### src/hw/rtl/dequ_pkg.sv
// Shared types and constants for the double-ended queue unit.
package dequ_pkg;

  localparam int DATA_W = 32;
  localparam int POS_W  = 10;
  localparam int LEN_W  = 11;
  localparam int CMD_W  = 3;

  typedef enum logic [CMD_W-1:0] {
    CMD_PUSH_FRONT = 3'd0,
    CMD_PUSH_BACK  = 3'd1,
    CMD_POP_FRONT  = 3'd2,
    CMD_POP_BACK   = 3'd3,
    CMD_READ_IDX   = 3'd4,
    CMD_WRITE_IDX  = 3'd5
  } cmd_e;

  typedef enum logic [1:0] {
    ST_OK    = 2'd0,
    ST_EMPTY = 2'd1,
    ST_FULL  = 2'd2,
    ST_RANGE = 2'd3
  } status_e;

  // Decoded memory access and outcome of one command.
  typedef struct packed {
    logic    rd;
    logic    wr;
    status_e status;
  } op_t;

endpackage

### src/hw/rtl/dequ_ctrl.sv
// Head pointer and element count, command decode and slot address generation.
module dequ_ctrl #(
  parameter int Depth = 1024,
  parameter int PtrW  = 10,
  parameter int CntW  = 11
) (
  input  logic                            clk_i,
  input  logic                            rst_ni,
  input  logic                            accept_i,
  input  logic [dequ_pkg::CMD_W-1:0]      cmd_i,
  input  logic [dequ_pkg::POS_W-1:0]      pos_i,
  output dequ_pkg::op_t                   op_o,
  output logic [PtrW-1:0]                 slot_o,
  output logic [CntW-1:0]                 count_o
);

  localparam int SumW = PtrW + 1;
  localparam int CmpW = (CntW > dequ_pkg::POS_W) ? CntW : dequ_pkg::POS_W;
  localparam logic [SumW-1:0] DepthS   = SumW'(Depth);
  localparam logic [PtrW-1:0] LastSlot = PtrW'(Depth - 1);
  localparam logic [CntW-1:0] FullCnt  = CntW'(Depth);

  logic [PtrW-1:0] head_q, head_d;
  logic [CntW-1:0] count_q, count_d;
  logic [PtrW-1:0] head_dec, head_inc, slot_cnt, slot_last, slot_pos;
  logic [CntW-1:0] count_dec;
  logic            full, empty, in_range;
  dequ_pkg::op_t   op;
  logic [PtrW-1:0] slot;

  // Offsets handed in here are always below Depth when the result is used,
  // so one conditional subtract brings the sum back into range.
  function automatic logic [PtrW-1:0] slot_of(logic [PtrW-1:0] head,
                                              logic [SumW-1:0] off);
    logic [SumW-1:0] sum;
    sum = SumW'(head) + off;
    if (sum >= DepthS) begin
      sum = sum - DepthS;
    end
    return sum[PtrW-1:0];
  endfunction

  assign count_dec = count_q - CntW'(1);
  assign head_dec  = (head_q == '0) ? LastSlot : head_q - PtrW'(1);
  assign head_inc  = (head_q == LastSlot) ? '0 : head_q + PtrW'(1);
  assign slot_cnt  = slot_of(head_q, SumW'(count_q));
  assign slot_last = slot_of(head_q, SumW'(count_dec));
  assign slot_pos  = slot_of(head_q, SumW'(pos_i));
  assign full      = (count_q == FullCnt);
  assign empty     = (count_q == '0);
  assign in_range  = (CmpW'(pos_i) < CmpW'(count_q));

  always_comb begin
    op        = '{rd: 1'b0, wr: 1'b0, status: dequ_pkg::ST_OK};
    slot      = head_q;
    head_d    = head_q;
    count_d   = count_q;
    unique case (dequ_pkg::cmd_e'(cmd_i))
      dequ_pkg::CMD_PUSH_FRONT: begin
        if (full) begin
          op.status = dequ_pkg::ST_FULL;
        end else begin
          op.wr   = 1'b1;
          slot    = head_dec;
          head_d  = head_dec;
          count_d = count_q + CntW'(1);
        end
      end
      dequ_pkg::CMD_PUSH_BACK: begin
        if (full) begin
          op.status = dequ_pkg::ST_FULL;
        end else begin
          op.wr   = 1'b1;
          slot    = slot_cnt;
          count_d = count_q + CntW'(1);
        end
      end
      dequ_pkg::CMD_POP_FRONT: begin
        if (empty) begin
          op.status = dequ_pkg::ST_EMPTY;
        end else begin
          op.rd   = 1'b1;
          slot    = head_q;
          head_d  = head_inc;
          count_d = count_dec;
        end
      end
      dequ_pkg::CMD_POP_BACK: begin
        if (empty) begin
          op.status = dequ_pkg::ST_EMPTY;
        end else begin
          op.rd   = 1'b1;
          slot    = slot_last;
          count_d = count_dec;
        end
      end
      dequ_pkg::CMD_READ_IDX: begin
        if (!in_range) begin
          op.status = dequ_pkg::ST_RANGE;
        end else begin
          op.rd = 1'b1;
          slot  = slot_pos;
        end
      end
      dequ_pkg::CMD_WRITE_IDX: begin
        if (!in_range) begin
          op.status = dequ_pkg::ST_RANGE;
        end else begin
          op.wr = 1'b1;
          slot  = slot_pos;
        end
      end
      default: begin
      end
    endcase
  end

  always_ff @(posedge clk_i or negedge rst_ni) begin
    if (!rst_ni) begin
      head_q  <= '0;
      count_q <= '0;
    end else if (accept_i) begin
      head_q  <= head_d;
      count_q <= count_d;
    end
  end

  assign op_o    = op;
  assign slot_o  = slot;
  assign count_o = count_q;

endmodule

### config.mk
export PLATFORM = sky130hd
export DESIGN_NAME = dequ_ctrl
export DESIGN_NICKNAME = d
export VERILOG_FILES = /design/src/hw/rtl/dequ_pkg.sv /design/src/hw/rtl/dequ_ctrl.sv
export SDC_FILE = /design/constraint.sdc
export NUM_CORES = 1
export LEC_CHECK = 0
export ABC_AREA = 1
export BUFFER_PORTS_ARGS = -buffer_cell sky130_fd_sc_hd__buf_2
export CORE_MARGIN = 5
export CORE_UTILIZATION = 51
export DETAILED_ROUTE_END_ITERATION = 7
export PLACE_DENSITY = 0.69
export REMOVE_ABC_BUFFERS = 1
export SYNTH_ARGS = -nofsm -noshare
export SYNTH_HDL_FRONTEND = slang
export SYNTH_SLANG_ARGS = --single-unit
export TNS_END_PERCENT = 10
### constraint.sdc
create_clock -name clk_i -period 3.2 [get_ports clk_i]
set_clock_uncertainty 0.1 [all_clocks]
set_input_delay 0.48 -clock clk_i [delete_from_list [all_inputs] [get_ports clk_i]]
set_output_delay 0.48 -clock clk_i [all_outputs]
set_load 0.01 [all_outputs]
Yosys cells after proc, flatten, opt, wreduce, memory -nomap -nowiden
Cells that the tools add are included.
{ "word_totals": {"register_bits": 21, "in_bits": 16, "output_inout_bits": 25, "elab_cells": 60} }
{ "op_classes": {"n_addsub": 10, "n_lt_le_gt_ge": 4, "n_eq_ne": 10, "mux": 24, "reduce_logical": 10} }
{ "ops": {"columns": ["operator", "n"], "rows": [
  ["10-bit two-way mux", 10],
  ["10-bit case mux with 4 select lines", 1],
  ["10-bit by 1-bit subtractor with 10-bit output, second input constant", 4],
  ["11-bit >= comparator, second input constant", 3],
  ["10-bit by 11-bit adder with 11-bit output", 2],
  ["11-bit two-way mux", 2],
  ["11-bit case mux with 2 select lines", 1],
  ["10-bit case mux with 2 select lines", 1],
  ["10-bit by 10-bit adder with 11-bit output", 1],
  ["11-bit by 1-bit adder with 11-bit output, second input constant", 1],
  ["11-bit equality test, second input constant", 1],
  ["11-bit zero test", 1],
  ["10-bit by 11-bit less-than comparator with 1-bit output", 1],
  ["11-bit by 1-bit subtractor with 11-bit output, second input constant", 1],
  ["10-bit by 1-bit adder with 10-bit output, second input constant", 1],
  ["10-bit equality test, second input constant", 1],
  ["10-bit zero test", 1],
  ["3-bit by 2-bit equality test with 1-bit output, second input constant", 2],
  ["3-bit equality test, second input constant", 2],
  ["2-bit inequality test, second input constant", 3],
  ["2-bit case mux with 3 select lines", 1],
  ["2-bit OR reduction", 3],
  ["1-bit two-way mux", 4],
  ["2-bit two-way mux", 2],
  ["other kinds (6)", 8]
]} }

Longest topological paths before layout
Gate-level depths: netlist of the first run.
{ "depth": {"ltp_word": 6, "ltp_mapped": 19, "mapped_depth_nobuf": 18} }

Worst setup path before layout of the first run
No wires, ideal clock.
{ "synth_path": {"kind": "register to output", "from": "register count_q[1], in the netlist count_o[1]", "to": "output slot_o[9]", "t_arrival_ns": 2.391, "required_time_ns": 2.620, "setup_slack_ns": 0.229, "stages_incl_launch_ff": 18, "n_path_buf": 0, "path_cell_list": "dfrtp_1 -> inv_1 -> ha_1 -> nand2_1 -> nor2_1 -> nand2_1 -> xor2_1 -> ha_1 -> nand2_1 -> inv_1 -> a21oi_1 -> nand2_1 -> nor2_1 -> nand2_1 -> nand3_1 -> nand2_1 -> nand3_1 -> nand4_1"} }
{ "synth_between": {"elab_chain_cells": 6, "word_cells_on_any_way": 17, "cone_classes": "add/sub: 5; order compare: 3; eq/ne: 1; mux: 7; reduce/logical: 1"} }
{ "synth_rtl": {"columns": ["item", "line_no", "rtl"], "rows": [
  ["start, declared", "dequ_ctrl.sv:24", "logic [CntW-1:0] count_q, count_d;"],
  ["start signal, assigned", "dequ_ctrl.sv:124", "count_q <= count_d;"],
  ["11-bit by 1-bit subtractor with 11-bit output", "dequ_ctrl.sv:43", "assign count_dec = count_q - CntW'(1);"],
  ["10-bit by 11-bit adder with 11-bit output", "dequ_ctrl.sv:36", "sum = SumW'(head) + off;"],
  ["10-bit by 1-bit subtractor with 10-bit output / 11-bit >= comparator (equally long branches)", "dequ_ctrl.sv:38, dequ_ctrl.sv:37", null],
  ["10-bit two-way mux", "dequ_ctrl.sv:37", "if (sum >= DepthS) begin"],
  ["10-bit two-way mux", "dequ_ctrl.sv:89", "if (empty) begin"],
  ["10-bit case mux with 4 select lines (*)", "dequ_ctrl.sv:58", "unique case (dequ_pkg::cmd_e'(cmd_i))"],
  ["end, declared", "dequ_ctrl.sv:13", "output logic [PtrW-1:0] slot_o,"]
]} }
Every way passes the cells marked *; elsewhere a longest branch is shown, timed or not.

Worst setup path after layout of the first run
{ "layout_path": {"from": "register count_q[1], in the netlist count_o[1]", "to": "output slot_o[8]"} }
Same word-level chain as after synthesis.

==> results of run 1 <==
cells by family after synthesis:
logic type                 share of synthesized area
DFF                                            0.127
and+or+nand+nor                                0.397
AOI/OAI and AO/OA                              0.161
buffers and inverters                          0.113
adders and majority gates                      0.141
xor gates and xnor gates                      0.0613
Yosys cell counts (2+ instances only):
cell / instances
a21o_1: 3
a21oi_1: 30
a22oi_2: 3
buf_2: 9
buf_6: 4
clkbuf_1: 7
dfrtp_1: 21
fa_1: 3
ha_1: 42
inv_1: 78
inv_2: 12
nand2_1: 195
nand2_2: 5
nand2_4: 2
nand3_1: 73
nand3b_1: 2
nand4_1: 13
nor2_1: 56
nor2_2: 7
nor3_1: 9
nor3_2: 2
nor4_1: 2
o211ai_1: 15
o21a_1: 2
o21ai_0: 26
o21ai_1: 10
o21ai_2: 7
o21bai_1: 5
o22ai_1: 3
o31ai_1: 3
or2_2: 2
xnor2_1: 7
xor2_1: 22
power groups by stage:
| stage | logic [mW] | registers [mW] | clock network (mW) |
|---|---|---|---|
| 3_3_place_gp | 3.17 | 0.561 | 0 |
| 6_report | 3.95 | 0.583 | 0.208 |
| 2_1_floorplan | 2.16 | 0.571 | 0 |
| 4_1_cts | 3.50 | 0.552 | 0.207 |
| 3_5_place_dp | 3.21 | 0.561 | 0 |
| 5_1_grt | 4.31 | 0.589 | 0.221 |
what timing repair did:
| item | CTS | global route |
|---|---|---|
| gates resized for setup | 30 | 38 |
| hold endpoints to repair | 0 | 0 |
| setup buffers | 17 | 6 |
| endpoints found under the setup margin | 8 | 10 |
| pin swaps | 8 | 14 |
registers in the layout, indices dropped and copies added (netlist names):
signal and cells:
count_o 11, head_q 10
critical path, delay by kind of cell, from the launching register on:
kind | cells | cell delay (ps)
buf+inv | 2 | 290
simple gates | 8 | 850
xor+xnor | 1 | 180
fa+ha+maj | 2 | 500
compound gates | 2 | 320
flops | 1 | 410
per-stage QoR:
| stage | setup slack [ps] | util | hold slack [ps] | power, mW |
|---|---|---|---|---|
| after CTS | -40.1 | 0.623 | 77.2 | 4.26 |
| after floorplan | 225 | - | 84.4 | 2.73 |
| final | -216 | 0.652 | 64.7 | 4.75 |
| after global placement | 162 | 0.590 | 389 | 3.73 |
| after detailed placement | 42.7 | 0.590 | 393 | 3.77 |
| after global routing | -353 | 0.652 | 88.4 | 5.12 |
routing by layer:
layer | up-vias | share of wire | global-route usage
met1 | 2335 | 0.42 | 0.410
met5 | - | 0 | 0
met4 | 0 | 0.037 | 0.0767
met3 | 46 | 0.095 | 0.0424
li1 | 2422 | - | -
met2 | 289 | 0.44 | 0.462
layout make-up:
| class | instances | area (um2) |
|---|---|---|
| timing repair buffer | 97 | 628 |
| tap | 102 | 128 |
| clock buffer | 3 | 41.3 |
| fill | 739 | 2710 |
| inverter | 92 | 358 |
| sequential | 21 | 532 |
| clock inverter | 1 | 7.51 |
| multi-input combinational | 554 | 3400 |
how the worst min path moves through the flow:
stage                 end  cells past startpoint  startpoint
4_1_cts        count_o[8]                      1      rst_ni
3_5_place_dp   count_o[9]                      1      rst_ni
2_1_floorplan  count_o[0]                      0      rst_ni
5_1_grt        count_o[9]                      1      rst_ni
3_3_place_gp   count_o[8]                      1      rst_ni
6_report       count_o[8]                      1      rst_ni
==> impl_metrics.json, run 1 <==
{
  "ys_seq_elements": 21,
  "fin_cells": 870,
  "cts_root_buf": "clkbuf_8",
  "numCtsBuffers": 3,
  "grt_max_degree": 22,
  "mostFrequentLayoutCell": "nand2_1",
  "cts_max_path_buffers": 2,
  "drtPass1Iterations": 5,
  "p_leak_nw": 2.66,
  "violations": "negative setup slack",
  "grt_pass1_wl_um": 23200,
  "synth_largest_area_cell": "nand2_1",
  "worst_slew_pin_slew_ps": 950,
  "yosys-top-cells-area": "nand2_1 18%, dfrtp_1 13%, ha_1 13%",
  "cts-htree-levels": 1,
  "critPathKind": "flop to output pin",
  "crit_path_start_kind": "flop",
  "reg2reg_to": "head_q[5]",
  "grtUsageTotal": 0.290,
  "syn_inst": 688,
  "synth_flop_cell": "dfrtp_1",
  "required_ps": 2620,
  "placed_cells": 843,
  "r2r_start": "head_q[1]",
  "grt_remaining_overflow": 0,
  "ios": 41,
  "layout_min_cycle_time_ps": 3420,
  "setup_slack_ps": -216,
  "first_global_vias": 4471,
  "place.gp.congestion": 1.07,
  "antenna_found_initial": 0,
  "num_vias": 5092,
  "routed_wl_um": 15200,
  "final_area_mm2": 0.00509,
  "maxSlewViolCount": 0,
  "cp.arrival_ps": 2840,
  "cts_tree": "built",
  "synth_edf_count": 0,
  "clk-insertion-delay-late_ps": 290,
  "holdCritPathClass": "input port to async pin",
  "layout.nets": 830,
  "reg2reg_slack_ps": 660,
  "rsz0062_at_grt": "true",
  "area_delta_synth_final_pct": 22.9,
  "end_kind": "output pin",
  "start_util": 0.531,
  "clkPwrFrac": 0.044,
  "die_w_um": 100,
  "io_buffers": 40,
  "final_cell_mix": "188 x nand2_1, 73 x inv_1, 70 x nand3_1, 57 x buf_4, 49 x nor2_1",
  "avgSynthCellArea_um2": 6.03,
  "drt_iter0_markers": 450,
  "dieArea_mm2": 0.0100,
  "outcome": "finished, violations left",
  "fmax_mhz": 293,
  "synth_seq_area_share": 0.127,
  "cp-startpoint": "count_o[1]",
  "hpwl_um": 11400,
  "finalCritPeriodShare": 1.07,
  "crit_end": "slot_o[8]",
  "setup_viol": 6,
  "synth_cell_types": 41,
  "core_area_mm2": 0.00781,
  "clock-sinks": 21,
  "avgRoutedWirePerCell_um": 17.5,
  "pwr-share-comb": 0.833,
  "synth.cell_area_mm2": 0.00415,
  "tns_ps": -652,
  "drtAntennaViolNets": 0,
  "insertedDiodeCount": 0,
  "finalHoldViolations": 0,
  "path_clk_slew_ps": 110,
  "die_h_um": 100,
  "cp_max_fo": 4,
  "drv_cap": 0,
  "detailed_place.area_mm2": 0.00461,
  "vias_per_cell": 5.85,
  "reg2reg_depth": 12,
  "yosys_warnings": 0,
  "route.detailed.drc": 0,
  "p_seq_frac": 0.123,
  "synth_top_area_share": 0.177,
  "cts_hold_buf": 0,
  "swShare": 0.560,
  "p_sw_mw": 2.66,
  "crit_chain": "inv_2, ha_4, nand2_4, nor2_4, xor2_2, ha_1, nand2_1, nor2_1, nor2_1, o21ai_0, nand2_1, nand3_1, a21oi_2, nand3_1, buf_2",
  "relSlewSlack": 0.364,
  "ir_drop_v": 0.000575,
  "synthArstFlopShare": 1.00,
  "power_density_mw_per_mm2": 932,
  "placementRows": 32,
  "drive_gt1_frac": 0.251,
  "slowest_delay_ps": 410,
  "internal-power_mw": 2.09,
  "cp_slowest_cell": "dfrtp_1"
}
Note: power is estimated with default switching activity, not from simulation.
==> run 2, diff against run 1 <==
==> constraint.sdc (replaced) <==
create_clock -name clk_i -period 3.2 [get_ports clk_i]
set_clock_uncertainty 0.1 [all_clocks]
set_input_delay 0 -clock clk_i [delete_from_list [all_inputs] [get_ports clk_i]]
set_output_delay 0 -clock clk_i [all_outputs]
set_load 0.01 [all_outputs]
==> run 2 against run 1 <==
Net effect: the run now ends clean; wire length down 9.6%; sequential share of layout area grew 1.2 points; setup slack better by 420 ps; via count shrank 7.3%; sequential cell count stayed put; design area is 11% lower.
==> impl_metrics.json, run 2 (synthesis results as in run 1) <==
{
  "outcome": "finished, final reports clean",
  "r2r_start": "count_o[0]",
  "clock-sinks": 21,
  "first_global_vias": 4299,
  "drtPass1Iterations": 4,
  "placementRows": 32,
  "pwr-share-comb": 0.800,
  "grt-busiest-layer": "met2",
  "avgRoutedWirePerCell_um": 16.6,
  "die_h_um": 100,
  "largest_reg_flops": 11,
  "cts_max_path_buffers": 2,
  "p_seq_frac": 0.150,
  "mostFrequentLayoutCell": "nand2_1",
  "num_vias": 4720,
  "hp-start": "cmd_i[0]",
  "dieArea_mm2": 0.0100,
  "place.gp.congestion": 0.991,
  "grt_pass1_wl_um": 21800,
  "start_util": 0.531,
  "ir_drop_v": 0.000447,
  "use_met2": 0.438,
  "grtUsageTotal": 0.273,
  "finalCritPeriodShare": 0.937,
  "antenna_found_initial": 0,
  "fmax_mhz": 334,
  "internal-power_mw": 1.63,
  "tns_ps": 0,
  "setup_viol": 0,
  "drv_cap": 0,
  "crit_path_start_kind": "flop",
  "grt_remaining_overflow": 0,
  "numCtsBuffers": 3,
  "route.detailed.drc": 0,
  "rsz0062_at_grt": "false",
  "final_cell_mix": "195 x nand2_1, 76 x inv_1, 72 x nand3_1, 55 x nor2_1, 41 x ha_1",
  "io_buffers": 40,
  "cts_tree": "built",
  "swShare": 0.587,
  "finalHoldViolations": 0,
  "relSlewSlack": 0.464,
  "power_density_mw_per_mm2": 868,
  "layout_min_cycle_time_ps": 3000,
  "die_w_um": 100,
  "clkPwrFrac": 0.050,
  "grtUsageMet3": 0.0334,
  "grt_max_degree": 22,
  "insertedDiodeCount": 0,
  "cp.arrival_ps": 2900,
  "p_sw_mw": 2.32,
  "routed_wl_um": 13800,
  "layout.nets": 789,
  "drt_iter0_markers": 408,
  "grt_util_met1": 0.387,
  "drtAntennaViolNets": 0,
  "final_area_mm2": 0.00455,
  "cts_root_buf": "clkbuf_8",
  "critPathKind": "flop to output pin",
  "end_kind": "output pin",
  "drive_gt1_frac": 0.154,
  "required_ps": 3100,
  "cts-htree-levels": 1,
  "area_delta_synth_final_pct": 9.87,
  "maxSlewViolCount": 0,
  "clk-insertion-delay-late_ps": 270,
  "holdCritPathClass": "input port to flop",
  "core_area_mm2": 0.00781,
  "cp_max_fo": 5,
  "worst_slew_pin_slew_ps": 801,
  "p_leak_nw": 2.42,
  "detailed_place.area_mm2": 0.00444,
  "cp-startpoint": "count_o[0]",
  "ios": 41,
  "hpwl_um": 11000,
  "vias_per_cell": 5.69,
  "path_clk_slew_ps": 100
}
run 2: cell types whose count changed in the layout (fill, tap and decap cells not counted), moves of 4 or more:
| cell | previous run | this run |
|---|---|---|
| buf_4 | 57 | 15 |
| ha_1 | 36 | 41 |
| ha_4 | 5 | 1 |
| nand2_1 | 188 | 195 |
| nand2_4 | 7 | 2 |
| nor2_1 | 49 | 55 |
| nor2_2 | 12 | 8 |
| o21ai_0 | 21 | 25 |
| o21ai_2 | 11 | 7 |
| xor2_1 | 17 | 21 |
run 2: what timing repair did:
action	CTS	global route
resized for setup	0	10
buffers inserted	0	3
endpoints found under the setup margin	0	5
hold buffers	1	0
hold endpoints to repair	21	0
run 2: path summary, 6_finish.rpt:
path	end	slack, ps	depth (start not counted)
hold / removal	head_q[1]	100	3
min in group asynchronous	count_o[2]	140	2
max in group asynchronous	count_o[1]	2460	2
setup reg to reg	count_o[3]	640	9
setup / recovery	slot_o[9]	200	16
hold reg to reg	count_o[10]	510	1
run 2: critical path: stages (launching register included):
cell	delay (ps)
dfrtp_2	450
inv_2	120
nand3_1	150
nor2_1	230
xor2_1	290
ha_1	330
nand2_1	100
inv_1	40
a21oi_1	180
nand2_1	80
nor2_1	130
nand2_1	80
nand3_1	80
nand2_1	60
nand3_1	70
nand4_1	80
buf_2	150
run 2: final cells by class:
class	count	area, um2
Clock inverter	1	5.00
Multi-Input combinational cell	554	3180
Fill cell	798	3250
Clock buffer	3	41.3
Timing Repair Buffer	56	323
Inverter	92	348
Sequential cell	21	528
Tap cell	102	128
run 2: power groups by stage:
stage / sequential [mW] / clock (mW) / combinational [mW]
2_1_floorplan: 0.571 / 0 / 2.16
3_3_place_gp: 0.594 / 0 / 2.99
3_5_place_dp: 0.598 / 0 / 3.02
4_1_cts: 0.592 / 0.201 / 3.05
5_1_grt: 0.602 / 0.210 / 3.54
6_report: 0.592 / 0.197 / 3.16
run 2: layer usage:
layer / share of wire / wire [um]
met1: 0.45 / 6210
met2: 0.45 / 6130
met3: 0.082 / 1140
met5: 0 / 0
met4: 0.022 / 297
run 2: through the flow:
step                hold WS [ps]  std cells  power (mW)  setup slack [ps]   util
floorplan                   -396        667        2.73               705      -
detailed placement         -86.1        821        3.62               337  0.569
global placement           -99.4        821        3.59               442  0.569
global route                 105        829        4.35              28.4  0.583
finish                      95.3        829        3.95               202  0.583
CTS                         83.3        826        3.84              11.7  0.576
==> run 3, diff against run 2 <==
==> constraint.sdc (replaced) <==
create_clock -name clk_i -period 3.2 [get_ports clk_i]
set_clock_uncertainty 0.1 [all_clocks]
set_input_delay 0 -clock clk_i [delete_from_list [all_inputs] [get_ports clk_i]]
set_output_delay 0 -clock clk_i [all_outputs]
set_load 0.02 [all_outputs]
==> run 3 against run 2 <==
Net effect: power is 1.7% higher; setup slack better by 15 ps; wire length is 0.25% lower; first-iteration DRC count is 18% higher; utilization is 0.22 points lower; sequential share of layout area hardly changed; combinational power is 2% higher; critical path depth is 1 higher; largest power group unchanged; clock power is 6% lower; design area is 0.38% lower; maximum frequency is 0.50% higher; sequential cell count stayed put.
==> impl_metrics.json, run 3 (synthesis results as in run 1) <==
{
  "outcome": "finished, final reports clean",
  "ios": 41,
  "dieArea_mm2": 0.0100,
  "cts-htree-levels": 1,
  "die_w_um": 100,
  "rsz0062_at_grt": "false",
  "multi_input_area_mm2": 0.00320,
  "finalHoldViolations": 0,
  "clk-insertion-delay-late_ps": 260,
  "path_clk_slew_ps": 90,
  "final_cell_mix": "195 x nand2_1, 75 x inv_1, 72 x nand3_1, 53 x nor2_1, 41 x ha_1",
  "whs_ps": 99.6,
  "setup_slack_ps": 217,
  "drtPass1Iterations": 5,
  "critPathKind": "flop to output pin",
  "ir_drop_v": 0.000548,
  "maxSlewViolCount": 0,
  "cts_root_buf": "clkbuf_8",
  "grt_remaining_overflow": 0,
  "clock-sinks": 21,
  "mostFrequentLayoutCell": "nand2_1",
  "grt_pass1_wl_um": 22000,
  "avgRoutedWirePerCell_um": 16.7,
  "internal-power_mw": 1.61,
  "required_ps": 3100,
  "antenna_found_initial": 0,
  "detailed_place.area_mm2": 0.00442,
  "pre_cts_ws_ps": 304,
  "place.gp.congestion": 0.970,
  "grt_max_degree": 22,
  "worst_slew_pin_slew_ps": 894,
  "drive_gt1_frac": 0.154,
  "finalCritPeriodShare": 0.932,
  "end_kind": "output pin",
  "setup_viol": 0,
  "first_global_vias": 4222,
  "p_seq_frac": 0.154,
  "swShare": 0.598,
  "layout.nets": 784,
  "drt_iter0_markers": 483,
  "layout_min_cycle_time_ps": 2980,
  "io_buffers": 40,
  "largest_reg_flops": 11,
  "num_vias": 4711,
  "pwr-share-comb": 0.800,
  "route.detailed.drc": 0,
  "numCtsBuffers": 3,
  "insertedDiodeCount": 0,
  "p_sw_mw": 2.40,
  "fin_total_pwr_mw": 4.02,
  "cp.arrival_ps": 2880,
  "start_util": 0.531,
  "die_h_um": 100,
  "cts_max_path_buffers": 2,
  "tns_ps": 0,
  "grtUsageTotal": 0.279,
  "hpwl_um": 11100,
  "routed_wl_um": 13700,
  "clkPwrFrac": 0.046,
  "p_leak_nw": 2.39,
  "fillers": 801,
  "power_density_mw_per_mm2": 886,
  "core_area_mm2": 0.00781,
  "fmax_mhz": 335,
  "drtAntennaViolNets": 0,
  "final_area_mm2": 0.00454,
  "drv_cap": 0,
  "placementRows": 32,
  "area_delta_synth_final_pct": 9.45,
  "seqCellArea_um2": 528,
  "cp_max_fo": 5,
  "vias_per_cell": 5.72,
  "cts_tree": "built",
  "relSlewSlack": 0.402,
  "crit_path_start_kind": "flop",
  "holdCritPathClass": "input port to flop"
}
run 3: power groups by stage:
stage | clock, mW | combinational (mW) | sequential [mW]
4_1_cts | 0.192 | 3.11 | 0.610
3_5_place_dp | 0 | 3.09 | 0.618
3_3_place_gp | 0 | 3.07 | 0.611
5_1_grt | 0.204 | 3.62 | 0.636
6_report | 0.185 | 3.22 | 0.619
2_1_floorplan | 0 | 2.21 | 0.609
run 3: layer usage:
layer	global-route usage	vias to the layer above	part of all wire
met5	0	-	0
met4	0.0715	0	0.024
met3	0.0438	31	0.091
met2	0.430	218	0.43
met1	0.404	2129	0.46
li1	-	2333	-
run 3: area by class of cell:
cell class,instances,share of cell area
multi-input combinational,554,0.706
sequential,21,0.116
inverter,92,0.0767
timing repair buffer,51,0.0629
tap,102,0.0281
clock buffer,4,0.00993
run 3: what timing repair did:
action | CTS | global route
setup buffers | 0 | 1
setup endpoints to repair | 0 | 5
hold buffers | 1 | 0
endpoints found under the hold margin | 21 | 0
resized for setup | 0 | 17
run 3: path summary, 6_finish.rpt:
check | start | end | slack, ps | depth (start not counted)
max | count_o[0] | slot_o[9] | 220 | 17
min | cmd_i[0] | head_q[1] | 100 | 3
max reg2reg | count_o[4] | count_o[3] | 620 | 8
min reg2reg | count_o[10] | count_o[10] | 460 | 1
max in group asynchronous | rst_ni | count_o[0] | 2450 | 2
min in group asynchronous | rst_ni | head_q[0] | 150 | 2
run 3: worst max-delay path, cell delays in order (launching register included):
cell and delay, ps:
dfrtp_2 440, inv_2 110, ha_1 190, nand2_1 130, nor2_4 140, nand2_1 110, xor2_2 180, ha_4 300
nand2_1 80, nor2_2 160, nand3_1 130, nand3_1 110, nand2_1 70, nand3_1 80, nand2_1 60, nand3_1 70
nand4_1 90, buf_2 170
run 3: metrics by stage:
stage | cells | utilization
final | 824 | 0.581
after global routing | 824 | 0.581
after CTS | 823 | 0.573
after detailed placement | 818 | 0.566
after global placement | 818 | 0.566
after floorplan | 667 | -
